File: config.mk
export PLATFORM = sky130hd
export DESIGN_NAME = tcfc_mac
export DESIGN_NICKNAME = d
export VERILOG_FILES = /design/src/rtl/tcfc_pkg.sv /design/src/rtl/tcfc_mac.sv
export SDC_FILE = /design/constraint.sdc
export NUM_CORES = 1
export LEC_CHECK = 0
export ABC_AREA = 0
export BUFFER_PORTS_ARGS = -buffer_cell sky130_fd_sc_hd__buf_4
export CAP_MARGIN = 25
export CELL_PAD_IN_SITES_DETAIL_PLACEMENT = 1
export CELL_PAD_IN_SITES_GLOBAL_PLACEMENT = 1
export CORE_UTILIZATION = 48
export CTS_BUF_LIST = sky130_fd_sc_hd__clkbuf_16
export CTS_CLUSTER_SIZE = 40
export DETAILED_ROUTE_END_ITERATION = 12
export PLACE_DENSITY_LB_ADDON = 0.1
export SETUP_SLACK_MARGIN = 0.05
export SLEW_MARGIN = 25
export SYNTH_ARGS = -nofsm -noshare
export SYNTH_HDL_FRONTEND = slang
export SYNTH_SLANG_ARGS = --single-unit
File: constraint.sdc
create_clock -name clk -period 20.3 [get_ports clk]
set_clock_uncertainty 0.05 [all_clocks]
set_input_delay 2.03 -clock clk [delete_from_list [all_inputs] [get_ports clk]]
set_output_delay 2.03 -clock clk [all_outputs]
set_load 0.01 [all_outputs]
File: src/rtl/tcfc_pkg.sv
// Shared types and constants of the two-channel FIR convolver.
// Has no dependencies; the store, multiply-accumulate unit, sequencer, top level, checker and testbench import it.
`default_nettype none

package tcfc_pkg;

  localparam int SAMPLE_W  = 24;
  localparam int COEF_W    = 18;
  localparam int FRAC_BITS = 17;
  localparam int PROD_W    = SAMPLE_W + COEF_W;

  localparam logic signed [SAMPLE_W-1:0] SAMPLE_MAX = 24'sh7FFFFF;
  localparam logic signed [SAMPLE_W-1:0] SAMPLE_MIN = 24'sh800000;

  // Request function codes.
  localparam logic FUNC_SAMPLE = 1'b0;
  localparam logic FUNC_LOAD   = 1'b1;

  // Channel counts at or below this value select mono operation.
  localparam logic [1:0] CH_COUNT_MONO  = 2'd1;
  localparam logic [1:0] CH_COUNT_RESET = 2'd2;

  // Write controls from the sequencer to the coefficient and delay stores.
  typedef struct packed {
    logic       clear;
    logic       coef_we;
    logic [1:0] dly_we;
  } store_ctrl_t;

  // Controls from the sequencer to the multiply-accumulate unit.
  typedef struct packed {
    logic start;
    logic issue;
    logic last;
  } mac_ctrl_t;

  // Finished result from the multiply-accumulate unit.
  typedef struct packed {
    logic                       done;
    logic signed [SAMPLE_W-1:0] sample;
    logic                       sat;
  } mac_res_t;

endpackage

`default_nettype wire

File: src/rtl/tcfc_mac.sv
// Shared multiply-accumulate unit with rounding and saturation of the sum.
// Depends on tcfc_pkg.
`default_nettype none

module tcfc_mac
  import tcfc_pkg::*;
#(
  parameter int TAPS = 512
) (
  input  wire logic                       clk,
  input  wire logic                       rst,
  input  wire mac_ctrl_t                  ctrl,
  input  wire logic signed [COEF_W-1:0]   coef_q,
  input  wire logic signed [SAMPLE_W-1:0] dly_q,
  output mac_res_t                        res
);

  localparam int ACC_W = PROD_W + $clog2(TAPS) + 1;
  localparam int Y_W   = ACC_W - FRAC_BITS;

  logic                     v1, l1, v2, l2, l3;
  logic signed [PROD_W-1:0] prod;
  logic signed [ACC_W-1:0]  acc;
  logic signed [ACC_W-1:0]  rnd;
  logic signed [Y_W-1:0]    y;
  logic                     y_sat;
  logic signed [SAMPLE_W-1:0] y_clip;
  logic                       done_r;
  logic signed [SAMPLE_W-1:0] sample_r;
  logic                       sat_r;

  // Pipeline markers: read data, product, then final sum.
  always_ff @(posedge clk) begin
    if (rst) begin
      v1     <= 1'b0;
      l1     <= 1'b0;
      v2     <= 1'b0;
      l2     <= 1'b0;
      l3     <= 1'b0;
      done_r <= 1'b0;
    end else begin
      v1     <= ctrl.issue;
      l1     <= ctrl.issue & ctrl.last;
      v2     <= v1;
      l2     <= l1;
      l3     <= l2;
      done_r <= l3;
    end
  end

  // Multiplier stage, registered before the accumulator.
  always_ff @(posedge clk) begin
    prod <= PROD_W'(coef_q) * PROD_W'(dly_q);
  end

  // Accumulator, cleared when a new sample starts.
  always_ff @(posedge clk) begin
    if (ctrl.start) begin
      acc <= '0;
    end else if (v2) begin
      acc <= acc + ACC_W'(prod);
    end
  end

  // Round half up, drop the fraction, then clip to the sample range.
  assign rnd    = acc + (ACC_W'(1) << (FRAC_BITS - 1));
  assign y      = rnd[ACC_W-1:FRAC_BITS];
  assign y_sat  = !((&y[Y_W-1:SAMPLE_W-1]) || !(|y[Y_W-1:SAMPLE_W-1]));
  assign y_clip = !y_sat ? y[SAMPLE_W-1:0] :
                  (y[Y_W-1] ? SAMPLE_MIN : SAMPLE_MAX);

  always_ff @(posedge clk) begin
    if (l3) begin
      sample_r <= y_clip;
      sat_r    <= y_sat;
    end
  end

  assign res = '{done: done_r, sample: sample_r, sat: sat_r};

endmodule

`default_nettype wire

### Word level (Yosys, flattened, before mapping)

Index checks and enable logic that the tools add are counted.

* register bits: 125
* output and inout bits: 26
* word-level logic and storage cells: 21
* input port bits: 47

* add/sub/neg operators: 2
* multiply operators: 1
* bitwise logic cells: 1
* multiplexer cells: 2
* reductions and logical operators: 5

Operators with widths (number)
* $add A52 B18 Y52 const B: 1
* $add A52 B42 Y52: 1
* $mux W24: 2
* $mul A18 B24 Y42: 1
* $reduce_and A12 Y1: 1
* $reduce_or A12 Y1: 1
* $logic_not A1 Y1: 2
* $and A1 B1 Y1: 1
* $logic_or A1 B1 Y1: 1

### Longest topological paths before layout

* depth in word-level cells: 5
* mapped depth: 24

### Least setup slack after synthesis

Ideal clock, no wire load.

* kind: input to register
* from: in dly_q[18]
* to: reg prod[40]
* arrival: 8.068 ns
* required time: 20.133 ns
* cell stages on the path: 24
* buffers on the path: 2
* slack: 12.065 ns
* cell sequence: clkbuf_1 clkbuf_1 nand2_1 fa_1 inv_1 fa_1 inv_1 fa_1 inv_1 fa_1 fa_1 inv_1 fa_1 inv_1 ha_1 a21o_1 a21o_1 a21oi_1 nor2_1 o21a_1 nor4_1 o311ai_0 a2111oi_0 and4b_1

* word-level cells in the longest chain between the ends: 1

Ends and longest elaborated chain
* from (decl): line tcfc_mac.sv:14 `input wire logic signed [SAMPLE_W-1:0] dly_q,`
* $mul A18 B24 Y42: line tcfc_mac.sv:53 `prod <= PROD_W'(coef_q) * PROD_W'(dly_q);`
* to (signal assigned): line tcfc_mac.sv:53
* to (decl): line tcfc_mac.sv:22 `logic signed [PROD_W-1:0] prod;`

Every way passes these cells.
A chain may end at the register's enable or synchronous reset.

### Worst setup path after layout

* from: in coef_q[17]
* to: reg prod[40]

* word-level cells in the longest chain between the ends: 1

Ends and longest elaborated chain
* from (decl): line tcfc_mac.sv:13 `input wire logic signed [COEF_W-1:0] coef_q,`
* $mul A18 B24 Y42: line tcfc_mac.sv:53

Every way passes these cells.

==> metrics.cfg <==
[worst_hold_path]
hold_depth = 1
worstHoldStart = v1
hold_end = v2
min_path_type = register to register

[timing]
period_minus_slack_ps = 8570
setup_tns_ps = 0
whs_ps = 398
worstMarginPinSlew_ps = 1000
relSlewSlack = 0.322
max_freq_mhz = 117
setup-violations-final = 0
period_share = 0.422
drv_slew = 0
finalHoldViolCount = 0
rsz0062_at_grt = false

[worst_setup_path]
r2r-end = sample_r[4]
r2r_start = acc[19]
critPathRequiredTime_ps = 20580
path_class = input pin to register
worst-path-max-fanout = 18
r2r_setup_slack_ps = 16370
cp.arrival_ps = 8840
cp-start-kind = input pin
r2r_cells = 9
cp-end-kind = register

[clock_tree]
ctsResizeCount = 0
cts_sinks = 125
cts_setup_buffers = 0
clk_pin_slew_ps = 60
tritoncts = built
holdBufCountCts = 0
max-clock-path-buffers = 2
cts-buffers-inserted = 17
h-tree-depth = 4
root_buffer = clkbuf_16
clock_latency_ps = 430

[global_route]
use_met2 = 0.432
gr-total-overflow = 0
grt_pass1_vias = 19400
busiest_layer = met2
grt_util_met3 = 0.0337
grt_max_degree = 71
grtUsageMet1 = 0.365
grt_first_pass_wirelength_mm = 102
grtUsageTotal = 0.261
antenna_found_initial = 0

[route]
drt-initial-drc-count = 736
routedWlPerCell_um = 19.1
vias = 17400
first_pass_iters = 5
routed_wl_mm = 61.4
drc = 0
viasPerCell = 5.41
ant_nets = 0

[yosys]
synth-async-reset-ratio = 0
synth_fp_nets = 3240
syn_inst = 2610
synthTopCellsByCount = inv_1, fa_1, nand2_1
ys_top_cells_by_area = fa_1, dfxtp_1, ha_1
synth-seq-area-share = 0.119
ys_ff_latch = 125
netlist.area_leader.share = 0.368
synth_edf_count = 25
synthFlopType = dfxtp_1
syn_area_um2 = 23100
synth.distinct_cells = 86
synth_top_cell_by_area = fa_1
yosysMostFrequentCell = inv_1
syn_avg_cell_area_um2 = 8.87
ys_warn_count = 0

[final_layout]
nets = 3217
fin_cells = 3215
antennaDiodeCount = 0
area_growth_pct = 6.22
layout-drive-gt1-share = 0.0512
design_area_um2 = 24600

[floorplanning]
die_w_um = 222
initial_core_util = 0.486
dieArea_um2 = 49100
pin_count = 73
die_h_um = 222
rows = 80
core_um2 = 47600

[placement]
dp.cells = 3183
place.gp.congestion = 0.865
io_buffers = 72
hpwlAfterDp_mm = 50.0
dpl_cell_area_um2 = 24000

[run]
cap_violations = 0

[status]
status = completed

-- how the worst max path moves through the flow --
| stage | start | end | cells past startpoint |
|---|---|---|---|
| after floorplan | dly_q[18] | prod[40] | 24 |
| after global placement | coef_q[17] | prod[40] | 21 |
| after detailed placement | coef_q[17] | prod[40] | 21 |
| after CTS | coef_q[17] | prod[40] | 21 |
| after global routing | coef_q[17] | prod[40] | 21 |
| final | coef_q[17] | prod[40] | 21 |
-- critical path: stages --
cell and delay (ps):
buf_4 190, clkinv_1 550, nor2_1 320, fa_1 470
fa_1 510, fa_1 440, fa_1 530, fa_1 540
inv_1 50, fa_1 530, inv_1 50, ha_1 370
a21o_1 230, a21o_1 180, a21oi_1 230, nor2_1 90
o21a_1 220, nor4_1 170, o311ai_0 380, a2111oi_0 520
and4b_1 240
-- state kept, by name (all words and copies together), names as in the netlist --
signal and flops:
acc 52, l3 1, done_r 1, sample_r 24
sat_r 1, prod 42, l2 1, v1 1
l1 1, v2 1
-- cells in the final DEF (no fill, tap or decap), types with 7 or more instances in the layout --
cell type     n
a211oi_1     14
a21o_1       49
a21oi_1      84
a31oi_1      14
and2_1      156
and3_1       14
buf_4        74
clkbuf_16    17
clkinvlp_4    7
dfxtp_1      98
edfxtp_1     25
fa_1        426
ha_1        157
inv_1       517
mux2i_1      57
nand2_1     325
nand2b_1     29
nand3_1      30
nand4_1      25
nor2_1      119
nor2b_1      16
nor3_1       24
o211ai_1     10
o21a_1        9
o21ai_0      57
o21bai_1     15
or3_1         8
xnor2_1      73
xor2_1       29
-- layer usage --
| layer | routed length [µm] | vias up | share of wire |
|---|---|---|---|
| met5 | 0 | - | 0 |
| met4 | 1010 | 0 | 0.017 |
| met3 | 2820 | 63 | 0.046 |
| met2 | 28600 | 341 | 0.47 |
| met1 | 28900 | 8902 | 0.47 |
| li1 | - | 8087 | - |
-- area by class of cell --
type / instances / area, µm²
Clock inverter: 15 / 150
Fill cell: 5538 / 23100
Tap cell: 615 / 769
Clock buffer: 17 / 425
Sequential cell: 125 / 2760
Inverter: 518 / 1940
Timing Repair Buffer: 74 / 556
Multi-Input combinational cell: 1851 / 18000
-- logic make-up (layout without fill, tap and decap cells) --
| family | after synthesis | in the layout | synth area share |
|---|---|---|---|
| mux | 58 | 58 | 0.0251 |
| xor+xnor | 103 | 103 | 0.0393 |
| compound gates | 317 | 317 | 0.0917 |
| buf+inv | 634 | 624 | 0.104 |
| simple gates | 790 | 790 | 0.167 |
| fa+ha+maj | 583 | 583 | 0.453 |
| flops | 125 | 125 | 0.119 |
-- stage by stage --
stage / utilization / setup slack, ps
3_5_place_dp: 0.504 / 11340
6_report: 0.516 / 11730
2_1_floorplan: - / 12070
3_3_place_gp: 0.504 / 11610
5_1_grt: 0.516 / 11440
4_1_cts: 0.516 / 11800
Power is left out: the tool's default activity adds up to more than one toggle a clock period on the data nets, which glitch-free logic cannot reach.
