### config.mk
export PLATFORM = sky130hd
export DESIGN_NAME = tcfc_seq_flat
export DESIGN_NICKNAME = d
export VERILOG_FILES = /design/src/rtl/tcfc_pkg.sv /design/src/rtl/tcfc_in_if.sv /design/src/rtl/tcfc_out_if.sv /design/src/rtl/tcfc_seq.sv /design/src/flat_wrapper.sv
export SDC_FILE = /design/constraint.sdc
export NUM_CORES = 1
export LEC_CHECK = 0
export ABC_AREA = 1
export BUFFER_PORTS_ARGS = -buffer_cell sky130_fd_sc_hd__buf_4
export CORE_AREA = 5 5 95 97
export DETAILED_ROUTE_END_ITERATION = 7
export DIE_AREA = 0 0 100 102
export MAX_ROUTING_LAYER = met4
export PLACE_DENSITY = 0.78
export SLEW_MARGIN = 20
export SYNTH_ARGS = -nofsm -noshare
export SYNTH_HDL_FRONTEND = slang
export SYNTH_SLANG_ARGS = --single-unit
export TNS_END_PERCENT = 100
### constraint.sdc
create_clock -name clk -period 4.62 [get_ports clk]
set_input_delay 0.693 -clock clk [delete_from_list [all_inputs] [get_ports clk]]
set_output_delay 0.693 -clock clk [all_outputs]
set_load 0.005 [all_outputs]
### src/rtl/tcfc_pkg.sv
// Shared types and constants of the two-channel FIR convolver.
// Has no dependencies; the store, multiply-accumulate unit, sequencer, top level, checker and testbench import it.
`default_nettype none

package tcfc_pkg;

  localparam int SAMPLE_W  = 24;
  localparam int COEF_W    = 18;
  localparam int FRAC_BITS = 17;
  localparam int PROD_W    = SAMPLE_W + COEF_W;

  localparam logic signed [SAMPLE_W-1:0] SAMPLE_MAX = 24'sh7FFFFF;
  localparam logic signed [SAMPLE_W-1:0] SAMPLE_MIN = 24'sh800000;

  // Request function codes.
  localparam logic FUNC_SAMPLE = 1'b0;
  localparam logic FUNC_LOAD   = 1'b1;

  // Channel counts at or below this value select mono operation.
  localparam logic [1:0] CH_COUNT_MONO  = 2'd1;
  localparam logic [1:0] CH_COUNT_RESET = 2'd2;

  // Write controls from the sequencer to the coefficient and delay stores.
  typedef struct packed {
    logic       clear;
    logic       coef_we;
    logic [1:0] dly_we;
  } store_ctrl_t;

  // Controls from the sequencer to the multiply-accumulate unit.
  typedef struct packed {
    logic start;
    logic issue;
    logic last;
  } mac_ctrl_t;

  // Finished result from the multiply-accumulate unit.
  typedef struct packed {
    logic                       done;
    logic signed [SAMPLE_W-1:0] sample;
    logic                       sat;
  } mac_res_t;

endpackage

`default_nettype wire

### src/rtl/tcfc_in_if.sv
// Input request channel of the two-channel FIR convolver.
// Depends on nothing; carries valid, ready and the request fields.
`default_nettype none

interface tcfc_in_if;
  logic               valid;
  logic               ready;
  logic               func;
  logic               channel;
  logic signed [23:0] sample_in;
  logic [8:0]         tap_index;
  logic signed [17:0] tap_value;

  modport source (output valid, func, channel, sample_in, tap_index, tap_value,
                  input ready);
  modport sink (input valid, func, channel, sample_in, tap_index, tap_value,
                output ready);
  modport monitor (input valid, ready, func, channel, sample_in, tap_index,
                   tap_value);
endinterface

`default_nettype wire

### src/rtl/tcfc_out_if.sv
// Result channel of the two-channel FIR convolver.
// Depends on nothing; carries valid, ready and the result fields.
`default_nettype none

interface tcfc_out_if;
  logic               valid;
  logic               ready;
  logic               channel_out;
  logic signed [23:0] sample_out;
  logic               copy_to_both;
  logic               saturated;

  modport source (output valid, channel_out, sample_out, copy_to_both, saturated,
                  input ready);
  modport sink (input valid, channel_out, sample_out, copy_to_both, saturated,
                output ready);
  modport monitor (input valid, ready, channel_out, sample_out, copy_to_both,
                   saturated);
endinterface

`default_nettype wire

### src/rtl/tcfc_seq.sv
// Sequencer: request handshake, clearing pass, tap sweep, write positions,
// channel count register and the result register. Depends on tcfc_pkg and
// the two channel interfaces.
`default_nettype none

module tcfc_seq
  import tcfc_pkg::*;
#(
  parameter int TAPS = 512
) (
  input  wire logic                     clk,
  input  wire logic                     rst,
  tcfc_in_if.sink                       din,
  tcfc_out_if.source                    dout,
  input  wire logic                     cfg_we,
  input  wire logic [1:0]               cfg_wdata,
  output store_ctrl_t                   st_ctrl,
  output logic [$clog2(TAPS)-1:0]       coef_waddr,
  output logic [$clog2(TAPS)-1:0]       dly_waddr,
  output logic [$clog2(TAPS)-1:0]       coef_raddr,
  output logic [$clog2(TAPS)-1:0]       dly_raddr,
  output logic                          dly_sel,
  output mac_ctrl_t                     mc_ctrl,
  input  wire mac_res_t                 mc_res
);

  localparam int AW = $clog2(TAPS);
  localparam logic [AW-1:0] LAST = AW'(TAPS - 1);

  typedef enum logic [2:0] {
    S_CLEAR,
    S_IDLE,
    S_RUN,
    S_WAIT,
    S_RESULT
  } state_t;

  state_t                     state;
  logic [AW-1:0]              clr_cnt;
  logic [AW-1:0]              k;
  logic [AW-1:0]              j;
  logic                       ch;
  logic                       mono_r;
  logic [AW-1:0]              wpos [2];
  logic [1:0]                 chan_count;
  logic                       out_valid;
  logic                       out_channel;
  logic signed [SAMPLE_W-1:0] out_sample;
  logic                       out_copy;
  logic                       out_sat;

  logic          take;
  logic          mono;
  logic          run_start;
  logic          load_ok;
  logic          out_load;
  logic [AW-1:0] pos;

  // Request decode.
  assign din.ready = (state == S_IDLE);
  assign take      = din.valid && din.ready;
  assign mono      = (chan_count <= CH_COUNT_MONO);
  assign run_start = take && (din.func == FUNC_SAMPLE) && !(mono && din.channel);
  assign load_ok   = take && (din.func == FUNC_LOAD) && (int'(din.tap_index) < TAPS);
  assign pos       = wpos[din.channel];
  assign out_load  = (state == S_RESULT) && (!out_valid || dout.ready);

  // Store write and read controls.
  assign st_ctrl.clear   = (state == S_CLEAR);
  assign st_ctrl.coef_we = st_ctrl.clear || load_ok;
  assign st_ctrl.dly_we  = st_ctrl.clear ? 2'b11 :
                           (run_start ? (din.channel ? 2'b10 : 2'b01) : 2'b00);
  assign coef_waddr = st_ctrl.clear ? clr_cnt : AW'(din.tap_index);
  assign dly_waddr  = st_ctrl.clear ? clr_cnt : pos;
  assign coef_raddr = k;
  assign dly_raddr  = j;
  assign dly_sel    = ch;

  // Multiply-accumulate controls.
  assign mc_ctrl.start = run_start;
  assign mc_ctrl.issue = (state == S_RUN);
  assign mc_ctrl.last  = (k == LAST);

  // Result channel.
  assign dout.valid        = out_valid;
  assign dout.channel_out  = out_channel;
  assign dout.sample_out   = out_sample;
  assign dout.copy_to_both = out_copy;
  assign dout.saturated    = out_sat;

  // State, counters, positions, configuration and the result register.
  always_ff @(posedge clk) begin
    if (rst) begin
      state      <= S_CLEAR;
      clr_cnt    <= '0;
      wpos[0]    <= '0;
      wpos[1]    <= '0;
      chan_count <= CH_COUNT_RESET;
      out_valid  <= 1'b0;
    end else begin
      if (cfg_we) begin
        chan_count <= cfg_wdata;
      end
      if (out_load) begin
        out_valid <= 1'b1;
      end else if (dout.ready) begin
        out_valid <= 1'b0;
      end
      case (state)
        S_CLEAR: begin
          clr_cnt <= clr_cnt + 1'b1;
          if (clr_cnt == LAST) begin
            state <= S_IDLE;
          end
        end
        S_IDLE: begin
          if (run_start) begin
            ch                <= din.channel;
            mono_r            <= mono;
            j                 <= pos;
            k                 <= '0;
            wpos[din.channel] <= (pos == LAST) ? '0 : pos + 1'b1;
            state             <= S_RUN;
          end
        end
        S_RUN: begin
          k <= k + 1'b1;
          j <= (j == '0) ? LAST : j - 1'b1;
          if (k == LAST) begin
            state <= S_WAIT;
          end
        end
        S_WAIT: begin
          if (mc_res.done) begin
            state <= S_RESULT;
          end
        end
        S_RESULT: begin
          if (out_load) begin
            state <= S_IDLE;
          end
        end
        default: begin
          state <= S_IDLE;
        end
      endcase
    end
  end

  // Result payload, loaded when the result register is free.
  always_ff @(posedge clk) begin
    if (out_load) begin
      out_channel <= ch;
      out_sample  <= mc_res.sample;
      out_copy    <= mono_r;
      out_sat     <= mc_res.sat;
    end
  end

endmodule

`default_nettype wire

### src/flat_wrapper.sv
// flat-port wrapper written by rule: the top's interface ports become plain ports
module tcfc_seq_flat import tcfc_pkg::*;
#(
  parameter int TAPS = 512
)
  (clk, rst, cfg_we, cfg_wdata, st_ctrl, coef_waddr, dly_waddr, coef_raddr, dly_raddr, dly_sel, mc_ctrl, mc_res, din_valid, din_func, din_channel, din_sample_in, din_tap_index, din_tap_value, din_ready, dout_valid, dout_channel_out, dout_sample_out, dout_copy_to_both, dout_saturated, dout_ready);
  tcfc_in_if din_i ();
  tcfc_out_if dout_i ();
  input  wire logic clk;
  input  wire logic rst;
  input  wire logic cfg_we;
  input  wire logic [1:0] cfg_wdata;
  output store_ctrl_t st_ctrl;
  output logic [$clog2(TAPS)-1:0] coef_waddr;
  output logic [$clog2(TAPS)-1:0] dly_waddr;
  output logic [$clog2(TAPS)-1:0] coef_raddr;
  output logic [$clog2(TAPS)-1:0] dly_raddr;
  output logic dly_sel;
  output mac_ctrl_t mc_ctrl;
  input  wire mac_res_t mc_res;
  input wire logic [$bits(din_i.valid)-1:0] din_valid;
  input wire logic [$bits(din_i.func)-1:0] din_func;
  input wire logic [$bits(din_i.channel)-1:0] din_channel;
  input wire logic [$bits(din_i.sample_in)-1:0] din_sample_in;
  input wire logic [$bits(din_i.tap_index)-1:0] din_tap_index;
  input wire logic [$bits(din_i.tap_value)-1:0] din_tap_value;
  output wire logic [$bits(din_i.ready)-1:0] din_ready;
  output wire logic [$bits(dout_i.valid)-1:0] dout_valid;
  output wire logic [$bits(dout_i.channel_out)-1:0] dout_channel_out;
  output wire logic [$bits(dout_i.sample_out)-1:0] dout_sample_out;
  output wire logic [$bits(dout_i.copy_to_both)-1:0] dout_copy_to_both;
  output wire logic [$bits(dout_i.saturated)-1:0] dout_saturated;
  input wire logic [$bits(dout_i.ready)-1:0] dout_ready;
  assign din_i.valid = din_valid;
  assign din_i.func = din_func;
  assign din_i.channel = din_channel;
  assign din_i.sample_in = din_sample_in;
  assign din_i.tap_index = din_tap_index;
  assign din_i.tap_value = din_tap_value;
  assign din_ready = din_i.ready;
  assign dout_valid = dout_i.valid;
  assign dout_channel_out = dout_i.channel_out;
  assign dout_sample_out = dout_i.sample_out;
  assign dout_copy_to_both = dout_i.copy_to_both;
  assign dout_saturated = dout_i.saturated;
  assign dout_i.ready = dout_ready;
  tcfc_seq #(.TAPS(TAPS)) u_core (.clk(clk), .rst(rst), .din(din_i), .dout(dout_i), .cfg_we(cfg_we), .cfg_wdata(cfg_wdata), .st_ctrl(st_ctrl), .coef_waddr(coef_waddr), .dly_waddr(dly_waddr), .coef_raddr(coef_raddr), .dly_raddr(dly_raddr), .dly_sel(dly_sel), .mc_ctrl(mc_ctrl), .mc_res(mc_res));
endmodule
**After elaboration in Yosys (flattened, before gate mapping)**

Memory sizes are Yosys's and may differ from the RTL's.
Index checks and enable logic that the tools add are counted.

- $add $sub $neg: 4
- Multiply operators: 0
- Divide/modulo/power cells: 0
- Magnitude comparators: 1
- Eq/ne operators: 12
- Shift operators: 0
- Muxes and demuxes: 28
- Bitwise logic cells: 2
- Reduce and logical (&&, ||, !) cells: 18

Operators by type and width:

| kind | number |
|---|---|
| 9-bit two-way mux | 7 |
| 9-bit case mux with 2 select lines | 2 |
| 9-bit by 1-bit adder with 9-bit output, second input constant | 3 |
| 9-bit == test, second input constant | 3 |
| 3-bit two-way mux | 5 |
| 3-bit case mux with 5 select lines | 1 |
| 1-bit two-way mux | 10 |
| 9-bit zero test | 1 |
| 9-bit OR reduction | 1 |
| 9-bit by 1-bit subtractor with 9-bit output, second input constant | 1 |
| 2-bit != test, second input constant | 4 |
| 3-bit by 2-bit == test with 1-bit output, second input constant | 2 |
| 1-bit logical AND | 6 |
| 2-bit two-way mux | 3 |
| 3-bit AND reduction | 2 |
| 5-bit AND reduction | 1 |
| 2-bit nonzero test | 2 |
| 3-bit by 1-bit == test with 1-bit output, second input constant | 1 |
| 3-bit == test, second input constant | 1 |
| 3-bit zero test | 1 |
| 2-bit by 1-bit less-or-equal comparator with 1-bit output, second input constant | 1 |
| 1-bit zero test | 2 |
| 1-bit logical OR | 2 |
| 2-bit by 1-bit != test with 1-bit output, second input constant | 1 |
| 1-bit NOT | 2 |

- Flip-flop bits (word level): 62
- Latch bits: 0
- Memory bits (writable): 18
- Memory bits (read-only): 0
- Input bits: 86
- Word-level logic and storage cells: 78
- Memories kept: 1

Memories:

| memory | words | width | rd ports | clocked after memory_dff | write ports | RTL line | source |
|---|---|---|---|---|---|---|---|
| u_core.wpos | 2 | 9 | 1 | 0 | 2 | tcfc_seq.sv:44 | `logic [AW-1:0] wpos [2];` |

**Depth between registers and ports, before layout**

Gate-level depths: netlist of run 1.

- Word-level depth: 10
- Depth in mapped cells: 13
- Mapped depth without buffers: 13

**Worst setup path before layout of run 1**

OpenSTA, ideal clock, no wires.

- Kind: input to register
- Start point: in dout_ready
- End point: reg u_core.out_channel, in the netlist u_core.dout.channel_out (enable)
- Library setup time: 0.482 ns
- Arrival: 3.409 ns
- Setup slack: 0.729 ns
- Stages: 2
- Path through: nor2_1 > nor4_1

- Word-level cells in the longest chain between the ends: 2

RTL lines:

| what | RTL line | source |
|---|---|---|
| from (decl) | flat_wrapper.sv:33 | `input wire logic [$bits(dout_i.ready)-1:0] dout_ready;` |
| 1-bit logical OR | tcfc_seq.sv:66 | `assign out_load = (state == S_RESULT) && (!out_valid \|\| dout.ready);` |
| 1-bit logical AND | tcfc_seq.sv:66 |  |
| net u_core.out_load | tcfc_seq.sv:56 | `logic out_load;` |
| to (signal assigned) | tcfc_seq.sv:153 | `out_channel <= ch;` |
| to (decl) | tcfc_seq.sv:47 | `logic out_channel;` |

The timed path passes the listed nets, and every way through them passes these cells.
A chain may end at the register's enable or synchronous reset.

**Worst setup path in the final report of run 1**

- Start point: reg u_core.state[1]
- End point: out dly_waddr[3]

- Word-level cells in the longest chain between the ends: 2

RTL lines:

| what | RTL line | source |
|---|---|---|
| from (decl) | tcfc_seq.sv:38 | `state_t state;` |
| from (signal assigned) | tcfc_seq.sv:94 | `state <= S_CLEAR;` |
| from (signal assigned) | tcfc_seq.sv:113 | `state <= S_IDLE;` |
| from (signal assigned) | tcfc_seq.sv:123 | `state <= S_RUN;` |
| 3-bit zero test | tcfc_seq.sv:69 | `assign st_ctrl.clear = (state == S_CLEAR);` |
| 9-bit two-way mux | tcfc_seq.sv:74 | `assign dly_waddr = st_ctrl.clear ? clr_cnt : pos;` |
| to (decl) | flat_wrapper.sv:15 | `output logic [$clog2(TAPS)-1:0] dly_waddr;` |

Every way passes these cells.

==> run_summary.xml, run 1 <==
<?xml version="1.0" encoding="UTF-8"?>
<metrics>
  <group name="global_route">
    <metric name="groute.layer.met1.usage" unit="%">22.3</metric>
    <metric name="grt-busiest-layer" unit="">met2</metric>
    <metric name="globalRouteMet3Util" unit="%">3.41</metric>
    <metric name="grt_usage" unit="%">18.4</metric>
    <metric name="antenna_violations_before_repair" unit="">0</metric>
    <metric name="grtUsageMet2" unit="%">31.3</metric>
    <metric name="wire_length_of_the_first_global_routing_pass" unit="microns">14300</metric>
    <metric name="grt_remaining_overflow" unit="">0</metric>
    <metric name="vias_in_the_first_global_route" unit="">3027</metric>
    <metric name="grt_start_max_net_pins" unit="">26</metric>
  </group>
  <group name="clock_network">
    <metric name="tritoncts_clock_tree" unit="">done</metric>
    <metric name="numCtsBuffers" unit="">9</metric>
    <metric name="root_buffer" unit="">sky130_fd_sc_hd__clkbuf_8</metric>
    <metric name="clk_latency_worst_skew_pair" unit="ns">0.34</metric>
    <metric name="cts-hold-fix-buffers" unit="">0</metric>
    <metric name="htree_num_levels" unit="">3</metric>
    <metric name="max-clock-path-buffers" unit="">2</metric>
    <metric name="cts_resized" unit="">0</metric>
    <metric name="clock-sinks" unit="">79</metric>
    <metric name="path_clk_slew" unit="ns">0.08</metric>
    <metric name="cts.repair_timing.setup_buffer_count" unit="">0</metric>
  </group>
  <group name="routing">
    <metric name="routed_via_count_divided_by_cell_count" unit="">5.00</metric>
    <metric name="total_number_of_vias" unit="">3143</metric>
    <metric name="drt-pass1-iter-count" unit="">4</metric>
    <metric name="route.final.wire_length" unit="microns">8950</metric>
    <metric name="drt-initial-drc-count" unit="">170</metric>
    <metric name="detail_route.wl_per_cell" unit="microns">14.2</metric>
    <metric name="drtAntennaViolNets" unit="">0</metric>
    <metric name="drc_violations_left" unit="">0</metric>
  </group>
  <group name="place">
    <metric name="port_buffers" unit="">115</metric>
    <metric name="placement.setup.worst_slack" unit="ns">1.93</metric>
    <metric name="dp_hpwl" unit="microns">6740</metric>
    <metric name="place_inst" unit="">613</metric>
    <metric name="gpl.final_weighted_congestion" unit="">0.921</metric>
  </group>
  <group name="logic_synthesis">
    <metric name="synth_top_cell_area_share" unit="%">52.4</metric>
    <metric name="synth_warnings" unit="">0</metric>
    <metric name="postSynthCellCount" unit="">401</metric>
    <metric name="post_synth_num_cell_types" unit="">30</metric>
    <metric name="synth_seq_area_share" unit="%">59.9</metric>
    <metric name="synthDominantAreaCellType" unit="">sky130_fd_sc_hd__edfxtp_1</metric>
    <metric name="synth.ff_latch_count" unit="">79</metric>
    <metric name="syn-mean-instance-area" unit="sq um">9.29</metric>
    <metric name="synth_nets" unit="">494</metric>
    <metric name="synthesis.area" unit="sq um">3720</metric>
    <metric name="yosys-top-cells-area" unit="">sky130_fd_sc_hd__edfxtp_1 52%, sky130_fd_sc_hd__nand2_1 10%, sky130_fd_sc_hd__dfxtp_1 7.5%</metric>
  </group>
  <group name="setup_path">
    <metric name="worst_ep_arrival_time" unit="ns">1.99</metric>
    <metric name="max_fanout_on_critical_path" unit="">23</metric>
    <metric name="worstPathCellList" unit="">nor2_2, nand2_2, inv_2, nand2_1, o21ai_0, buf_4</metric>
    <metric name="critical_path.reg2reg.endpoint" unit="">u_core.state[0]</metric>
    <metric name="slowest_delay" unit="ns">0.41</metric>
    <metric name="timing.critical_path.from_type" unit="">register</metric>
    <metric name="timing.critical_path.required" unit="ns">3.93</metric>
    <metric name="worst-r2r-cell-count" unit="">13</metric>
    <metric name="crit_slowest_cell" unit="">sky130_fd_sc_hd__dfxtp_1</metric>
    <metric name="crit_path_end" unit="">dly_waddr[3]</metric>
    <metric name="startpoint" unit="">u_core.state[1]</metric>
    <metric name="reg2reg_from" unit="">u_core.coef_raddr[0]</metric>
    <metric name="type_of_the_worst_setup_path" unit="">reg2out</metric>
    <metric name="critical_path.endpoint_type" unit="">primary output</metric>
    <metric name="rrSetupSlack" unit="ns">2.39</metric>
  </group>
  <group name="floorplanning">
    <metric name="core" unit="sq um">8050</metric>
    <metric name="pin_count" unit="">159</metric>
    <metric name="num_rows" unit="">33</metric>
    <metric name="floorplan.die_area" unit="sq um">10200</metric>
    <metric name="die_h" unit="microns">102</metric>
    <metric name="initial_utilization" unit="%">46.3</metric>
    <metric name="floorplan.die.width" unit="microns">100</metric>
  </group>
  <group name="cells_and_area">
    <metric name="drive_gt1_share" unit="%">27.9</metric>
    <metric name="design.final.nets" unit="">612</metric>
    <metric name="num_antenna_cells" unit="">0</metric>
    <metric name="most_common_library_cell_in_the_layout_ignoring_fill_and_taps" unit="">sky130_fd_sc_hd__buf_4</metric>
    <metric name="fill_cells" unit="">672</metric>
    <metric name="layout.cells.most_common_list" unit="">117 x sky130_fd_sc_hd__buf_4, 104 x sky130_fd_sc_hd__nand2_1, 65 x sky130_fd_sc_hd__edfxtp_1</metric>
    <metric name="area_delta_synth_final" unit="%">32.7</metric>
    <metric name="stdcell_count" unit="">629</metric>
  </group>
  <group name="power">
    <metric name="post-layout-total-power" unit="W">0.00217</metric>
    <metric name="worst_ir_drop_on_vdd" unit="uV">176</metric>
    <metric name="power_density" unit="nW/um^2">438</metric>
    <metric name="static-leakage-power" unit="nW">2.19</metric>
  </group>
  <group name="timing">
    <metric name="final_min_period_over_clock_period" unit="%">58.0</metric>
    <metric name="finalClockSkew" unit="ns">0.00876</metric>
    <metric name="fin_crit" unit="ns">2.68</metric>
    <metric name="postLayoutSetupSlackWorst" unit="ns">1.94</metric>
    <metric name="report.final.hold_viol_count" unit="">0</metric>
    <metric name="setup_violations" unit="">0</metric>
    <metric name="grt_setup_unrepaired" unit="">no</metric>
    <metric name="worstMarginPinSlew" unit="ns">0.665</metric>
    <metric name="relSlewSlack" unit="%">55.2</metric>
    <metric name="fin_tns_setup" unit="ns">0</metric>
    <metric name="final_max_slew_viol_count" unit="">0</metric>
    <metric name="max_clock_freq" unit="MHz">373</metric>
  </group>
  <group name="status">
    <metric name="outcome" unit="">complete, no violations</metric>
  </group>
  <group name="run">
    <metric name="cap_violations" unit="">0</metric>
  </group>
  <group name="min_path">
    <metric name="min_path_type" unit="">reg2reg</metric>
  </group>
</metrics>
==> registers in the layout, indices dropped and copies added, names as in the netlist <==
register / count
u_core.dout.saturated: 1
u_core.coef_raddr: 9
u_core.dout.valid: 1
u_core.state: 3
u_core.chan_count: 1
u_core.dout.channel_out: 1
u_core.wpos: 18
u_core.clr_cnt: 9
u_core.dout.sample_out: 24
u_core.dly_sel: 1
u_core.dout.copy_to_both: 1
u_core.dly_raddr: 9
u_core.mono_r: 1
==> metrics by stage <==
step | cell area, sq um | hold slack, ns | util (%)
2_1_floorplan | 3720 | 0.400 | -
3_3_place_gp | 4700 | 0.407 | 58.3
3_5_place_dp | 4700 | 0.416 | 58.3
4_1_cts | 4940 | 0.431 | 61.4
5_1_grt | 4940 | 0.444 | 61.4
6_report | 4940 | 0.428 | 61.4
==> final cells by class <==
type                            count  area (sq um)  share of cell area, %
Clock buffer                       11           141                   2.86
Clock inverter                      5           105                   2.13
Inverter                           44           165                   3.34
Multi-Input combinational cell    268          1290                   26.1
Sequential cell                    79          2230                   45.2
Tap cell                          105           131                   2.66
Timing Repair Buffer              117           878                   17.8
==> critical path, delay by kind of cell, from the launching register on <==
family                 cells  cell delay, ns
AOI/OAI and AO/OA          1            0.14
buffers and inverters      2            0.50
DFF                        1            0.41
and+or+nand+nor            3            0.59
==> layer usage <==
metal  routed length (microns)  up-vias  share of wire, %
met5                         0        -                 0
met4                       121        0               1.4
met3                       870       12               9.7
met2                      4360      124                49
met1                      3610     1442                40
li1                          -     1565                 -
==> cells by family (layout without fill, tap and decap cells) <==
| family | after synthesis | count (layout) | synth area share (%) |
|---|---|---|---|
| compound gates | 47 | 47 | 6.58 |
| fa+ha+maj | 7 | 7 | 2.35 |
| xor+xnor | 7 | 7 | 1.65 |
| buf+inv | 54 | 177 | 5.74 |
| simple gates | 207 | 207 | 23.7 |
| flops | 79 | 79 | 59.9 |
==> worst min path at each step <==
stage             startpoint                        to  cells past startpoint
3_5_place_dp   u_core.mono_r  u_core.dout.copy_to_both                      0
2_1_floorplan  u_core.mono_r  u_core.dout.copy_to_both                      0
4_1_cts        u_core.mono_r  u_core.dout.copy_to_both                      0
3_3_place_gp   u_core.mono_r  u_core.dout.copy_to_both                      0
6_report       u_core.mono_r  u_core.dout.copy_to_both                      0
5_1_grt        u_core.mono_r  u_core.dout.copy_to_both                      0
==> report_power, final <==
group	leakage, nW	internal [W]	switching, W
Sequential	0.730	0.000856	0.0000568
Clock	0.116	0.000374	0.000246
Combinational	1.34	0.000278	0.000355
==> synthesized netlist by cell type (all sizes together) <==
| master | number |
|---|---|
| a21oi | 16 |
| a22oi | 3 |
| a31oi | 2 |
| and3 | 1 |
| buf | 5 |
| clkbuf | 5 |
| dfxtp | 14 |
| edfxtp | 65 |
| ha | 7 |
| inv | 44 |
| nand2 | 109 |
| nand3 | 19 |
| nand3b | 3 |
| nand4 | 1 |
| nor2 | 65 |
| nor3 | 5 |
| nor3b | 2 |
| nor4 | 2 |
| o21ai | 26 |
| xnor2 | 3 |
| xor2 | 4 |
Note: power is estimated with default switching activity, not from simulation.
==> run 2, diff against run 1 <==
- CORE_AREA: 5 5 95 97 -> 5 5 100 102
- DIE_AREA: 0 0 100 102 -> 0 0 105 107
- PLACE_DENSITY: 0.78 -> 0.74
- clock period: 4.62 -> 2.3 ns (I/O delays scaled with it)
==> run 2 against run 1 <==
Net effect: setup slack got worse by 1.8 ns; total power increased by 96%; core utilization decreased by 5.0 points; clock power increased by 71%; sequential power increased by 100%; non-clock buffer count increased by 19; combinational power increased by 110%; first-iteration DRC count increased by 14%; clock skew increased by 0.0058 ns; register-to-register slack got worse by 2.1 ns; sequential share of layout area decreased by 1.3 points.
==> run_summary.xml, run 2 (synthesis gave the netlist of run 1 again) <==
<?xml version="1.0" encoding="UTF-8"?>
<metrics>
  <group name="status">
    <metric name="outcome" unit="">complete, no violations</metric>
  </group>
  <group name="setup_path">
    <metric name="worstPathCellList" unit="">ha_1, nand2_1, inv_1, nand2_1, nor3_2, and3_1, ha_2, buf_4</metric>
    <metric name="critical_path.endpoint_type" unit="">primary output</metric>
    <metric name="worst-r2r-cell-count" unit="">13</metric>
    <metric name="type_of_the_worst_setup_path" unit="">reg2out</metric>
    <metric name="path_common_cell" unit="">sky130_fd_sc_hd__nand2_1</metric>
    <metric name="timing.critical_path.from_type" unit="">register</metric>
    <metric name="worst-path-stages" unit="">8</metric>
    <metric name="worst_ep_arrival_time" unit="ns">1.81</metric>
    <metric name="critPathTopFamily" unit="">simple AND/OR/NAND/NOR gates</metric>
    <metric name="crit_slowest_cell" unit="">sky130_fd_sc_hd__edfxtp_1</metric>
    <metric name="slowest_delay" unit="ns">0.39</metric>
    <metric name="max_fanout_on_critical_path" unit="">3</metric>
    <metric name="timing.critical_path.required" unit="ns">1.96</metric>
    <metric name="critPathBufInv" unit="">2</metric>
  </group>
  <group name="floorplanning">
    <metric name="num_rows" unit="">35</metric>
    <metric name="initial_utilization" unit="%">41.3</metric>
    <metric name="die_h" unit="microns">107</metric>
    <metric name="floorplan.die_area" unit="sq um">11200</metric>
    <metric name="core" unit="sq um">9020</metric>
    <metric name="pin_count" unit="">159</metric>
    <metric name="floorplan.die.width" unit="microns">105</metric>
  </group>
  <group name="timing">
    <metric name="grt_setup_unrepaired" unit="">no</metric>
    <metric name="worstMarginPinSlew" unit="ns">0.621</metric>
    <metric name="finalClockSkew" unit="ns">0.0146</metric>
    <metric name="final_min_period_over_clock_period" unit="%">93.6</metric>
    <metric name="report.final.hold_viol_count" unit="">0</metric>
    <metric name="final_max_slew_viol_count" unit="">0</metric>
    <metric name="max_clock_freq" unit="MHz">465</metric>
    <metric name="relSlewSlack" unit="%">58.3</metric>
    <metric name="fin_crit" unit="ns">2.15</metric>
    <metric name="setup_violations" unit="">0</metric>
  </group>
  <group name="run">
    <metric name="cap_violations" unit="">0</metric>
  </group>
  <group name="cells_and_area">
    <metric name="drive_gt1_share" unit="%">30.9</metric>
    <metric name="design.final.nets" unit="">631</metric>
    <metric name="layout.cells.most_common_list" unit="">135 x sky130_fd_sc_hd__buf_4, 104 x sky130_fd_sc_hd__nand2_1, 65 x sky130_fd_sc_hd__edfxtp_1</metric>
    <metric name="fin_area" unit="sq um">5090</metric>
    <metric name="num_antenna_cells" unit="">0</metric>
    <metric name="area_delta_synth_final" unit="%">36.5</metric>
    <metric name="stdcell_count" unit="">654</metric>
    <metric name="largest_register_ff_count" unit="">24</metric>
    <metric name="fill_cells" unit="">809</metric>
    <metric name="most_common_library_cell_in_the_layout_ignoring_fill_and_taps" unit="">sky130_fd_sc_hd__buf_4</metric>
  </group>
  <group name="clock_network">
    <metric name="clock-sinks" unit="">79</metric>
    <metric name="clk_latency_worst_skew_pair" unit="ns">0.34</metric>
    <metric name="htree_num_levels" unit="">3</metric>
    <metric name="cts-hold-fix-buffers" unit="">0</metric>
    <metric name="max-clock-path-buffers" unit="">2</metric>
    <metric name="numCtsBuffers" unit="">9</metric>
    <metric name="root_buffer" unit="">sky130_fd_sc_hd__clkbuf_8</metric>
    <metric name="path_clk_slew" unit="ns">0.09</metric>
    <metric name="tritoncts_clock_tree" unit="">done</metric>
  </group>
  <group name="global_route">
    <metric name="grt-busiest-layer" unit="">met2</metric>
    <metric name="wire_length_of_the_first_global_routing_pass" unit="microns">14900</metric>
    <metric name="antenna_violations_before_repair" unit="">0</metric>
    <metric name="vias_in_the_first_global_route" unit="">3124</metric>
    <metric name="globalRouteMet3Util" unit="%">4.46</metric>
    <metric name="grt_start_max_net_pins" unit="">24</metric>
    <metric name="grtUsageMet2" unit="%">27.6</metric>
    <metric name="grt_remaining_overflow" unit="">0</metric>
    <metric name="groute.layer.met1.usage" unit="%">20.3</metric>
    <metric name="grt_usage" unit="%">16.8</metric>
  </group>
  <group name="power">
    <metric name="power_density" unit="nW/um^2">834</metric>
    <metric name="post-layout-total-power" unit="W">0.00424</metric>
    <metric name="static-leakage-power" unit="nW">2.26</metric>
    <metric name="worst_ir_drop_on_vdd" unit="uV">400</metric>
  </group>
  <group name="routing">
    <metric name="routed_via_count_divided_by_cell_count" unit="">4.97</metric>
    <metric name="drt-initial-drc-count" unit="">193</metric>
    <metric name="drtAntennaViolNets" unit="">0</metric>
    <metric name="drc_violations_left" unit="">0</metric>
    <metric name="total_number_of_vias" unit="">3248</metric>
    <metric name="drt-pass1-iter-count" unit="">4</metric>
    <metric name="detail_route.wl_per_cell" unit="microns">14.4</metric>
    <metric name="route.final.wire_length" unit="microns">9420</metric>
  </group>
  <group name="place">
    <metric name="port_buffers" unit="">115</metric>
    <metric name="dp_hpwl" unit="microns">7240</metric>
    <metric name="place_inst" unit="">634</metric>
    <metric name="placedInstanceArea" unit="sq um">4840</metric>
    <metric name="gpl.final_weighted_congestion" unit="">0.924</metric>
  </group>
  <group name="min_path">
    <metric name="min_path_type" unit="">in2reg</metric>
    <metric name="timing.hold.worst_path_depth" unit="">1</metric>
  </group>
</metrics>
==> run 2: changes by cell type in the layout (fill, tap and decap cells not counted), sizes merged <==
cell      previous run  this run
buf                117       136
bufinv               3         1
clkinv               0         1
clkinvlp             2         3
==> run 2: final cells by class <==
type	count	area, sq um	share of cell area, %
tap	111	139	2.73
sequential	79	2230	43.9
inverter	44	165	3.25
timing repair buffer	136	1030	20.3
clock buffer	11	151	2.98
multi-input combinational	268	1310	25.7
clock inverter	5	56.3	1.11
==> run 2: repair_timing <==
item,CTS,global route
resized for setup,0,3
endpoints found under the setup margin,0,4
buffers inserted,0,4
==> run 2: worst register-to-register path, cell delays in order, from the launching register on <==
cell                       delay (ns)
sky130_fd_sc_hd__edfxtp_1        0.39
sky130_fd_sc_hd__ha_1            0.17
sky130_fd_sc_hd__nand2_1         0.05
sky130_fd_sc_hd__inv_1           0.07
sky130_fd_sc_hd__nand2_1         0.09
sky130_fd_sc_hd__nor3_2          0.21
sky130_fd_sc_hd__and3_1          0.18
sky130_fd_sc_hd__ha_2            0.19
sky130_fd_sc_hd__nand3b_1        0.11
sky130_fd_sc_hd__nand2_1         0.08
sky130_fd_sc_hd__nor2_2          0.15
sky130_fd_sc_hd__nand2_1         0.09
sky130_fd_sc_hd__nor2_1          0.10
sky130_fd_sc_hd__nor2_1          0.04
==> run 2: per-layer routing <==
metal / routed length (microns) / up-vias / share of wire, %
met3: 621 / 14 / 6.6
met2: 4590 / 124 / 49
met1: 4030 / 1517 / 43
met5: 0 / - / 0
met4: 182 / 0 / 1.9
li1: - / 1593 / -
==> run 2: path summary, 6_finish.rpt <==
path	from	endpoint	slack, ns
worst max register to register	u_core.coef_raddr[0]	u_core.state[0]	0.27
worst max-delay path	u_core.coef_raddr[0]	mc_ctrl[0]	0.15
worst min register to register	u_core.mono_r	u_core.dout.copy_to_both	0.44
worst min-delay path	mc_res[21]	u_core.dout.sample_out[20]	0.18
==> run 2: metrics by stage <==
stage                     utilization [%]  hold WS, ns  setup TNS (ns)  setup WS [ns]
final                                56.4        0.178               0          0.147
after detailed placement             53.6        0.422               0          0.140
after global routing                 56.4        0.147               0        0.00434
after global placement               53.6        0.414               0          0.181
after floorplan                         -        0.400           -6.01         -0.221
after CTS                            55.9        0.158               0         0.0382
==> run 2: report_power, final <==
| part | leakage, nW | total [W] | switching, W | internal, W |
|---|---|---|---|---|
| sequential | 0.730 | 0.00184 | 0.000121 | 0.00172 |
| clock | 0.0952 | 0.00106 | 0.000504 | 0.000558 |
| combinational | 1.44 | 0.00134 | 0.000732 | 0.000610 |
